File: src/hdl/assert_macros.svh
// assertion macros shared by the converter rtl
// no dependencies; assertions compile away when ASSERT_OFF is set
`ifndef ASSERT_MACROS_SVH
`define ASSERT_MACROS_SVH

`ifndef ASSERT_OFF
`define HSFC_ASSERT(label, clk, rst, prop) \
  label: assert property (@(posedge clk) disable iff (rst) prop) \
    else $error("assertion failed");
`define HSFC_NEVER(label, clk, rst, cond) \
  label: assert property (@(posedge clk) disable iff (rst) !(cond)) \
    else $error("forbidden condition seen");
`else
`define HSFC_ASSERT(label, clk, rst, prop)
`define HSFC_NEVER(label, clk, rst, cond)
`endif

`endif

File: src/hdl/hsfc_pkg.sv
// constants and types of the half/single float converter
// no dependencies; imported by hsfc_lzc and half_single_float_convert_core
package hsfc_pkg;

  localparam int HALF_MAN_W  = 10;
  localparam int HALF_EXP_W  = 5;
  localparam int SGL_EXP_W   = 8;
  localparam int SGL_MAN_W   = 23;
  localparam int SHIFT_W     = 4;

  localparam logic [15:0] HALF_SIGN   = 16'h8000;
  localparam logic [15:0] HALF_INF    = 16'h7C00;
  localparam logic [15:0] HALF_QNAN   = 16'h7E00;
  localparam logic [HALF_EXP_W-1:0] HALF_EXP_ALL = 5'h1F;
  localparam logic [SGL_EXP_W-1:0]  SGL_EXP_ALL  = 8'hFF;

  // exponent bias difference and range limits for narrowing
  localparam logic [SGL_EXP_W-1:0] BIAS_DIFF    = 8'd112;
  localparam logic [SGL_EXP_W-1:0] EXP_OVERFLOW = 8'd143;
  // single exponent of a half subnormal before normalization
  localparam logic [SGL_EXP_W-1:0] SUB_BASE_EXP = 8'd113;

  localparam logic FUNC_WIDEN  = 1'b0;
  localparam logic FUNC_NARROW = 1'b1;

  typedef enum logic [1:0] {
    CLS_ZERO,
    CLS_SUB,
    CLS_SPECIAL,
    CLS_NORMAL
  } hsfc_class_t;

  typedef struct packed {
    logic                   func;
    logic                   sign;
    hsfc_class_t            cls;
    logic [HALF_EXP_W-1:0]  ex;
    logic [HALF_MAN_W-1:0]  mn;
    logic [SHIFT_W-1:0]     shift;
    logic [15:0]            narrow;
  } hsfc_stage_t;

endpackage

File: src/hdl/half_single_float_convert_core.sv
// top level of the half/single float converter, three register stages
// depends on hsfc_pkg, hsfc_lzc and assert_macros.svh

// Converts IEEE binary16 and binary32 bit patterns. A request is taken on
// any cycle where start is high; busy is always low, so a new request may
// be issued every cycle. func 0 widens the low 16 bits of value from half
// to single exactly; func 1 narrows a single to half by truncation, with
// flush to signed zero below the half normal range, signed infinity on
// overflow and 0x7E00 for any NaN (upper result bits zero). Each result
// appears on result for exactly one cycle with done high, in request
// order; the request is carried through the valid1 and valid2 registers
// and done is registered from valid2. The receiver cannot stall the
// block, so results must be captured when done is high. Pipeline registers:
// input capture, decode with leading-zero count, and final assembly.
`include "assert_macros.svh"

module half_single_float_convert_core
  import hsfc_pkg::*;
(
  input  logic        clk,
  input  logic        rst,
  input  logic        start,
  output logic        busy,
  input  logic        func,
  input  logic [31:0] value,
  output logic [31:0] result,
  output logic        done
);

  // the pipeline never stalls, so requests are always accepted
  assign busy = 1'b0;

  // stage 1: capture the request
  logic        valid1;
  logic        func1;
  logic [31:0] value1;

  always_ff @(posedge clk) begin
    if (rst) begin
      valid1 <= 1'b0;
    end else begin
      valid1 <= start && !busy;
    end
    func1  <= func;
    value1 <= value;
  end

  // stage 2: field decode, classification, narrowing, normalize count
  logic                  valid2;
  hsfc_stage_t           st2;
  hsfc_stage_t           st2_next;
  logic [SHIFT_W-1:0]    lz_shift;

  hsfc_lzc u_lzc (
    .mant  (value1[HALF_MAN_W-1:0]),
    .shift (lz_shift)
  );

  logic [HALF_EXP_W-1:0] h_ex;
  logic [HALF_MAN_W-1:0] h_mn;
  logic [SGL_EXP_W-1:0]  s_ex;
  logic [SGL_MAN_W-1:0]  s_mn;
  logic                  s_sign;

  assign h_ex   = value1[HALF_MAN_W +: HALF_EXP_W];
  assign h_mn   = value1[HALF_MAN_W-1:0];
  assign s_ex   = value1[SGL_MAN_W +: SGL_EXP_W];
  assign s_mn   = value1[SGL_MAN_W-1:0];
  assign s_sign = value1[31];

  always_comb begin
    st2_next.func  = func1;
    st2_next.sign  = value1[15];
    st2_next.ex    = h_ex;
    st2_next.mn    = h_mn;
    st2_next.shift = lz_shift;

    // half input class for widening
    if (h_ex == '0) begin
      st2_next.cls = (h_mn == '0) ? CLS_ZERO : CLS_SUB;
    end else if (h_ex == HALF_EXP_ALL) begin
      st2_next.cls = CLS_SPECIAL;
    end else begin
      st2_next.cls = CLS_NORMAL;
    end

    // narrowing is done in full here
    if (s_ex == SGL_EXP_ALL) begin
      if (s_mn != '0) begin
        st2_next.narrow = HALF_QNAN;
      end else begin
        st2_next.narrow = {s_sign, HALF_INF[14:0]};
      end
    end else if (s_ex <= BIAS_DIFF) begin
      // flush to signed zero, subnormal singles included
      st2_next.narrow = {s_sign, 15'h0};
    end else if (s_ex >= EXP_OVERFLOW) begin
      st2_next.narrow = {s_sign, HALF_INF[14:0]};
    end else begin
      st2_next.narrow = {s_sign, HALF_EXP_W'(s_ex - BIAS_DIFF),
                         s_mn[SGL_MAN_W-1 -: HALF_MAN_W]};
    end
  end

  always_ff @(posedge clk) begin
    if (rst) begin
      valid2 <= 1'b0;
    end else begin
      valid2 <= valid1;
    end
    st2 <= st2_next;
  end

  // stage 3: assemble the single result and select
  logic [31:0]           result_next;
  logic [SGL_EXP_W-1:0]  sub_exp;
  logic [HALF_MAN_W-1:0] sub_mn;
  logic [SGL_EXP_W-1:0]  norm_exp;
  logic [31:0]           widen;

  // subnormal: shift leading one into the hidden position and drop it
  assign sub_exp  = SUB_BASE_EXP - {{(SGL_EXP_W-SHIFT_W){1'b0}}, st2.shift};
  assign sub_mn   = st2.mn << st2.shift;
  assign norm_exp = {{(SGL_EXP_W-HALF_EXP_W){1'b0}}, st2.ex} + BIAS_DIFF;

  always_comb begin
    case (st2.cls)
      CLS_ZERO:    widen = {st2.sign, 31'h0};
      CLS_SUB:     widen = {st2.sign, sub_exp, sub_mn, 13'h0};
      CLS_SPECIAL: widen = {st2.sign, SGL_EXP_ALL, st2.mn, 13'h0};
      default:     widen = {st2.sign, norm_exp, st2.mn, 13'h0};
    endcase
    if (st2.func == FUNC_NARROW) begin
      result_next = {16'h0, st2.narrow};
    end else begin
      result_next = widen;
    end
  end

  always_ff @(posedge clk) begin
    if (rst) begin
      done <= 1'b0;
    end else begin
      done <= valid2;
    end
    result <= result_next;
  end

  // every accepted request comes out through valid1 and valid2 with done high
  `HSFC_ASSERT(a_latency, clk, rst, (start && !busy) |=> ##2 done)
  `HSFC_ASSERT(a_no_phantom, clk, rst, done |-> $past(start && !busy && !rst, 3))
  // narrowed results keep the upper half clear
  `HSFC_NEVER(a_narrow_upper, clk, rst,
              done && $past(func, 3) && (result[31:16] != 16'h0))
  // a nonzero half never widens to a zero or subnormal single
  `HSFC_NEVER(a_widen_exp, clk, rst,
              done && !$past(func, 3) && ($past(value[14:0], 3) != 15'h0) &&
              (result[30:23] == 8'h0))

endmodule

File: src/hdl/hsfc_lzc.sv
// normalize shift count for a half subnormal mantissa
// depends on hsfc_pkg
module hsfc_lzc
  import hsfc_pkg::*;
(
  input  logic [HALF_MAN_W-1:0] mant,
  output logic [SHIFT_W-1:0]    shift
);

  // shift that brings the leading one to the hidden bit position
  always_comb begin
    shift = SHIFT_W'(HALF_MAN_W);
    for (int i = 0; i < HALF_MAN_W; i++) begin
      if (mant[i]) begin
        shift = SHIFT_W'(HALF_MAN_W - i);
      end
    end
  end

endmodule
File: config.mk
export PLATFORM = sky130hd
export DESIGN_NAME = half_single_float_convert_core
export DESIGN_NICKNAME = d
export VERILOG_FILES = /design/src/hdl/hsfc_pkg.sv /design/src/hdl/half_single_float_convert_core.sv /design/src/hdl/hsfc_lzc.sv
export VERILOG_INCLUDE_DIRS = /design/src /design/src/hdl
export SDC_FILE = /design/constraint.sdc
export NUM_CORES = 1
export LEC_CHECK = 0
export ABC_AREA = 1
export BUFFER_PORTS_ARGS = -buffer_cell sky130_fd_sc_hd__clkbuf_2
export CORE_MARGIN = 2
export CORE_UTILIZATION = 53
export CTS_CLUSTER_SIZE = 20
export DETAILED_ROUTE_END_ITERATION = 10
export GPL_ROUTABILITY_DRIVEN = 0
export PLACE_DENSITY = 0.75
export SLEW_MARGIN = 20
export SYNTH_ARGS = -nofsm -noshare
export SYNTH_HDL_FRONTEND = slang
export SYNTH_HIERARCHICAL = 1
export SYNTH_SLANG_ARGS = --single-unit
File: constraint.sdc
create_clock -name clk -period 1.7 [get_ports clk]
set_clock_uncertainty 0.1 [all_clocks]
set_input_delay 0.17 -clock clk [delete_from_list [all_inputs] [get_ports clk]]
set_output_delay 0.17 -clock clk [all_outputs]
set_load 0.03 [all_outputs]
# --- Yosys cells after proc, flatten, opt, wreduce, memory -nomap -nowiden ---
# Cells that the tools add are included.
word_totals:
  regBits: 107
  in_bits: 36
  elab_cells: 49
classes:
  add_sub_neg: 3
  magnitude_cmp: 2
  eq_ne: 4
  shift: 1
  muxes: 17
  n_reduce_logical: 6
ops:
  columns: ["operator", "n"]
  rows:
  - ["$pmux 31 s3", 1]
  - ["$mux 16", 3]
  - ["$mux 15", 2]
  - ["$reduce_bool 23->1", 1]
  - ["$mux 3", 4]
  - ["$logic_not 10->1", 1]
  - ["$mux 2", 5]
  - ["$shl 10x4->10", 1]
  - ["$add 5x7->8 const B", 1]
  - ["$eq 8x8->1 const B", 1]
  - ["$ge 8x8->1 const B", 1]
  - ["$le 8x7->1 const B", 1]
  - ["$sub 7x4->8 const A", 1]
  - ["$reduce_or 7->1", 1]
  - ["$eq 5x5->1 const B", 1]
  - ["$logic_not 5->1", 1]
  - ["$sub 5x5->5 const B", 1]
  - ["$reduce_or 3->1", 1]
  - ["$eq 2x1->1 const B", 1]
  - ["$eq 2x2->1 const B", 1]
  - ["$logic_not 2->1", 1]
  - ["$mux 1", 2]

# --- Logic depth before layout (Yosys ltp) ---
logic_depth:
  ltp_word: 8
  mapped_depth: 9
  mapped_depth_nobuf: 9

# --- Modules after synthesis ---
# Netlist, hierarchy kept.
modules_own_cells:
  columns: ["mod", "instances", "cells_per_inst", "area_each_um2", "seq_area_each_um2"]
  rows:
  - ["half_single_float_convert_core", 1, 350, 3271.9, 2122.0]
  - ["hsfc_lzc", 1, 24, 100.1, 0.0]

# --- Least setup slack after synthesis ---
# No wires, ideal clock.
synth_path:
  path_type: "register -> register"
  start: "register st2[35] (netlist bit)"
  end: "register result[15]"
  setup_ns: 0.120
  arrival_ns: 1.134
  required_time_ns: 1.480
  path_slack_ns: 0.346
  stages_incl_launch_ff: 9
  path_buffers: 0
  synth_period_minus_slack_ns: 1.354
  path_cell_list: "dfxtp_1 > inv_1 > ha_1 > nor2_2 > inv_1 > nand2_1 > inv_1 > nand2_1 > nand3_1"
synth_between:
  elab_chain_cells: 3
synth_rtl:
  columns: ["element", "line_no", "source"]
  rows:
  - ["start, declared", "half_single_float_convert_core.sv:50", "hsfc_stage_t st2;"]
  - ["start signal, assigned", "half_single_float_convert_core.sv:111", "st2 <= st2_next;"]
  - ["$eq 2x2->1, or another cell as far along", "half_single_float_convert_core.sv:127", "case (st2.cls)"]
  - ["$pmux 31 s3 (*)", "half_single_float_convert_core.sv:127", null]
  - ["$mux 16 (*)", "half_single_float_convert_core.sv:133", "if (st2.func == FUNC_NARROW) begin"]
  - ["net result_next[15]", "half_single_float_convert_core.sv:115", "logic [31:0] result_next;"]
  - ["end signal, assigned", "half_single_float_convert_core.sv:146", "result <= result_next;"]
  - ["end, declared", "half_single_float_convert_core.sv:26", "output logic [31:0] result,"]
# Mark *: on every way through the listed nets, which the timed path passes. The rest lies on a longest branch.
# A chain may end at the register's enable or synchronous reset.

# --- Final worst setup path ---
layout_path:
  start: "register st2[35] (netlist bit)"
  end: "register result[19]"
layout_between:
  elab_chain_cells: 2
layout_rtl:
  columns: ["element", "line_no"]
  rows:
  - ["$eq 2x2->1, or another cell as far along", "half_single_float_convert_core.sv:127"]
  - ["$pmux 31 s3 (*)", "half_single_float_convert_core.sv:127"]
# Mark *: on every way between the ends. The rest lies on a longest branch, timed or not.

==> results.txt <==
Status = completed
Detailed Place HPWL = 4.42 mm
Per-cell routed wire length = 11.5 um
Ranking of synthesized cells by area = dfxtp_1 (63%), nand2_1 (8.2%), inv_1 (6.2%)
Final min period = 1520 ps
CP Data Required Time = 1920 ps
RSZ-0062 raised after global routing = false
Grt ovf = 0
Worst path most repeated cell = nand3_1
Clk_lat worst skew = 370 ps
Total clock buffers created by CTS = 9
Share of total power in sequential cells = 58.5%
Reg2Reg Depth = 8
Finished Layout Cells = 564
H-Tree Depth = 3
Crit Path Class = reg -> reg
Die width = 83.8 um
Initial Util = 54.0%
CP cell instances = ha_1, inv_2, nand2_2, nor2_2, nand3_1, nand3_1, nand2_1, inv_1
DRC = 0
Pin count of the biggest net entering global routing = 21
FF-to-FF setup slack = 180 ps
Post-route cell area = 0.00431 mm^2
Final setup vio count = 0
Most common cell after layout, fill and taps aside = dfxtp_1
Yosys reg bits = 106
FMAX = 659 MHz
Crit-path leading delay family = simple AND/OR/NAND/NOR gates
YS warnings = 6
EDFF count, synth = 0
CP Launch Type = flop
Most frequent cells in the layout = dfxtp_1 (106), nand2_1 (74), clkbuf_2 (68)
Gate power share = 10.1%
Yosys top cell area share = 62.9%
Number of global-route vias before repair = 2503
GRT Resource Usage Total = 20.1%
PortBufs = 68
Async SR Flop Fraction = 0%
Max-cap violations = 0
Slowest stage cell on the critical path = dfxtp_1
HP Class = reg -> reg
Biggest area consumer among synthesized cells = dfxtp_1
Detail Route Antenna Nets = 0
Chip height = 83.8 um
Ant diodes = 0
Psw = 1.19 mW
Post-synth cell types = 29
DIE AREA = 0.00702 mm^2
Filler instances = 488
Overall routed net length = 6.50 mm
Mean Syn Cell Area = 9.02 um^2
# IOs = 70
Main synth FF type = dfxtp_1
First-pass GRT wire length = 11.1 mm
Hold Crit Depth = 0
CP arrival = 1740 ps
Via/cell ratio = 4.65
Final nets = 522
Hold WS = 238 ps
Final Max Tran Viols = 0
Worst path bufs/invs = 2
Total clock sinks = 106
Min-delay src = func1$_DFF_P_
WHS Endpoint = st2[38]$_DFF_P_
Sequential-to-total area share from yosys stat = 62.9%
Clk slew on worst S/H paths = 100 ps
Reg2reg end = result[19]$_SDFF_PP0_
Worst Setup End Kind = flop
TritonCTS clock tree = done
Row count = 29
CTS max path bufs = 2
Initial antenna violation count = 0
Placed cells = 513
Setup TNS = 0 ps
Cell Area, Synth = 0.00337 mm^2
Syn nets = 414
Postcts setup bufs = 0
Biggest fanout along the worst timing path = 7
Clk root buf = clkbuf_8
Sw frac = 25.9%
Core area = 0.00624 mm^2
Max VDD drop = 0.000763 V
Detailed-route via count = 2620
Post-Synthesis Cells = 374
Final Cycle Share = 89.2%
Leak pwr = 2.19 nW
Detailed router's first-iteration violation count = 141
Share of cells above drive strength 1 = 21.4%
Clock Power Share = 31.5%
Cell Int Power = 3.40 mW
Area grow syn2layout = 27.8%
Critical R2R Launch = st2[35]$_DFF_P_
Placed cell areas = 0.00376 mm^2
Critical path's largest stage delay = 340 ps
PD cells = 1070 mW/mm^2
1st-pass router iterations = 4
Final Hold Vio Count = 0
## cell type report
cell class	count	area, um^2	share of cell area [%]
Clock buffer	11	141	3.28
Clock inverter	5	50.0	1.16
Inverter	59	226	5.26
Multi-Input combinational cell	200	958	22.2
Sequential cell	106	2120	49.3
Tap cell	77	96.3	2.24
Timing Repair Buffer	106	713	16.6
## flip-flops by register name, summed over array words and instances (netlist names)
register and cells:
valid1 1, st2 39, value1 32, func1 1, result 31, done 1, valid2 1
## logic make-up after synthesis
logic type / count (synthesis) / synth area share (%)
and+or+nand+nor: 169 / 22.4
DFF: 106 / 62.9
buffers and inverters: 68 / 8.79
AOI/OAI and AO/OA: 25 / 3.97
adders and majority gates: 4 / 1.48
xor gates and xnor gates: 1 / 0.260
other: 1 / 0.111
## routing by layer
metal	wire length [um]	GRT usage, %	vias to the layer above
met5	0	0	-
met4	225	10.3	0
met3	431	5.84	19
met2	3180	33.6	92
met1	2660	23.5	1140
li1	-	-	1369
## power groups by stage
stage | clock, mW | combinational, mW | sequential (mW)
6_report | 1.44 | 0.463 | 2.68
2_1_floorplan | 0 | 0.205 | 2.81
3_3_place_gp | 0 | 0.387 | 2.74
4_1_cts | 1.48 | 0.458 | 2.69
5_1_grt | 1.60 | 0.512 | 2.70
3_5_place_dp | 0 | 0.393 | 2.74
## cells in the mapped netlist, types with 2 or more instances
| master | n |
|---|---|
| dfxtp_1 | 106 |
| buf_4 | 3 |
| nand3_1 | 42 |
| nand4_1 | 4 |
| ha_1 | 4 |
| nand3_2 | 3 |
| clkbuf_1 | 3 |
| inv_1 | 56 |
| a31oi_1 | 3 |
| nand2_2 | 9 |
| o21ai_0 | 10 |
| nand2_1 | 74 |
| a21oi_1 | 9 |
| inv_2 | 2 |
| nor2_1 | 31 |
| nor2_2 | 2 |
## worst max path at each step
stage | cells after the start | start | end | slack, ps
global placement | 8 | st2[35]$_DFF_P_ | result[14]$_DFF_P_ | 240
finish | 8 | st2[35]$_DFF_P_ | result[19]$_SDFF_PP0_ | 180
floorplan | 8 | st2[35]$_DFF_P_ | result[15]$_DFF_P_ | 350
detailed placement | 8 | st2[35]$_DFF_P_ | result[15]$_DFF_P_ | 180
global route | 8 | st2[35]$_DFF_P_ | result[19]$_SDFF_PP0_ | 40
CTS | 8 | st2[35]$_DFF_P_ | result[14]$_DFF_P_ | 170
## what timing repair did
item                                   4_1_cts  5_1_grt
resized for setup                            0        1
endpoints found under the hold margin       36        0
setup endpoints to repair                    0        1
hold buffers                                35        0
## metrics by stage
step	util (%)	power (mW)	setup WS [ps]
5_1_grt	69.0	4.81	44.4
4_1_cts	68.9	4.62	173
6_report	69.0	4.59	183
3_5_place_dp	60.3	3.14	176
3_3_place_gp	60.3	3.13	240
2_1_floorplan	-	3.01	346
Note: power is estimated with default switching activity, not from simulation.
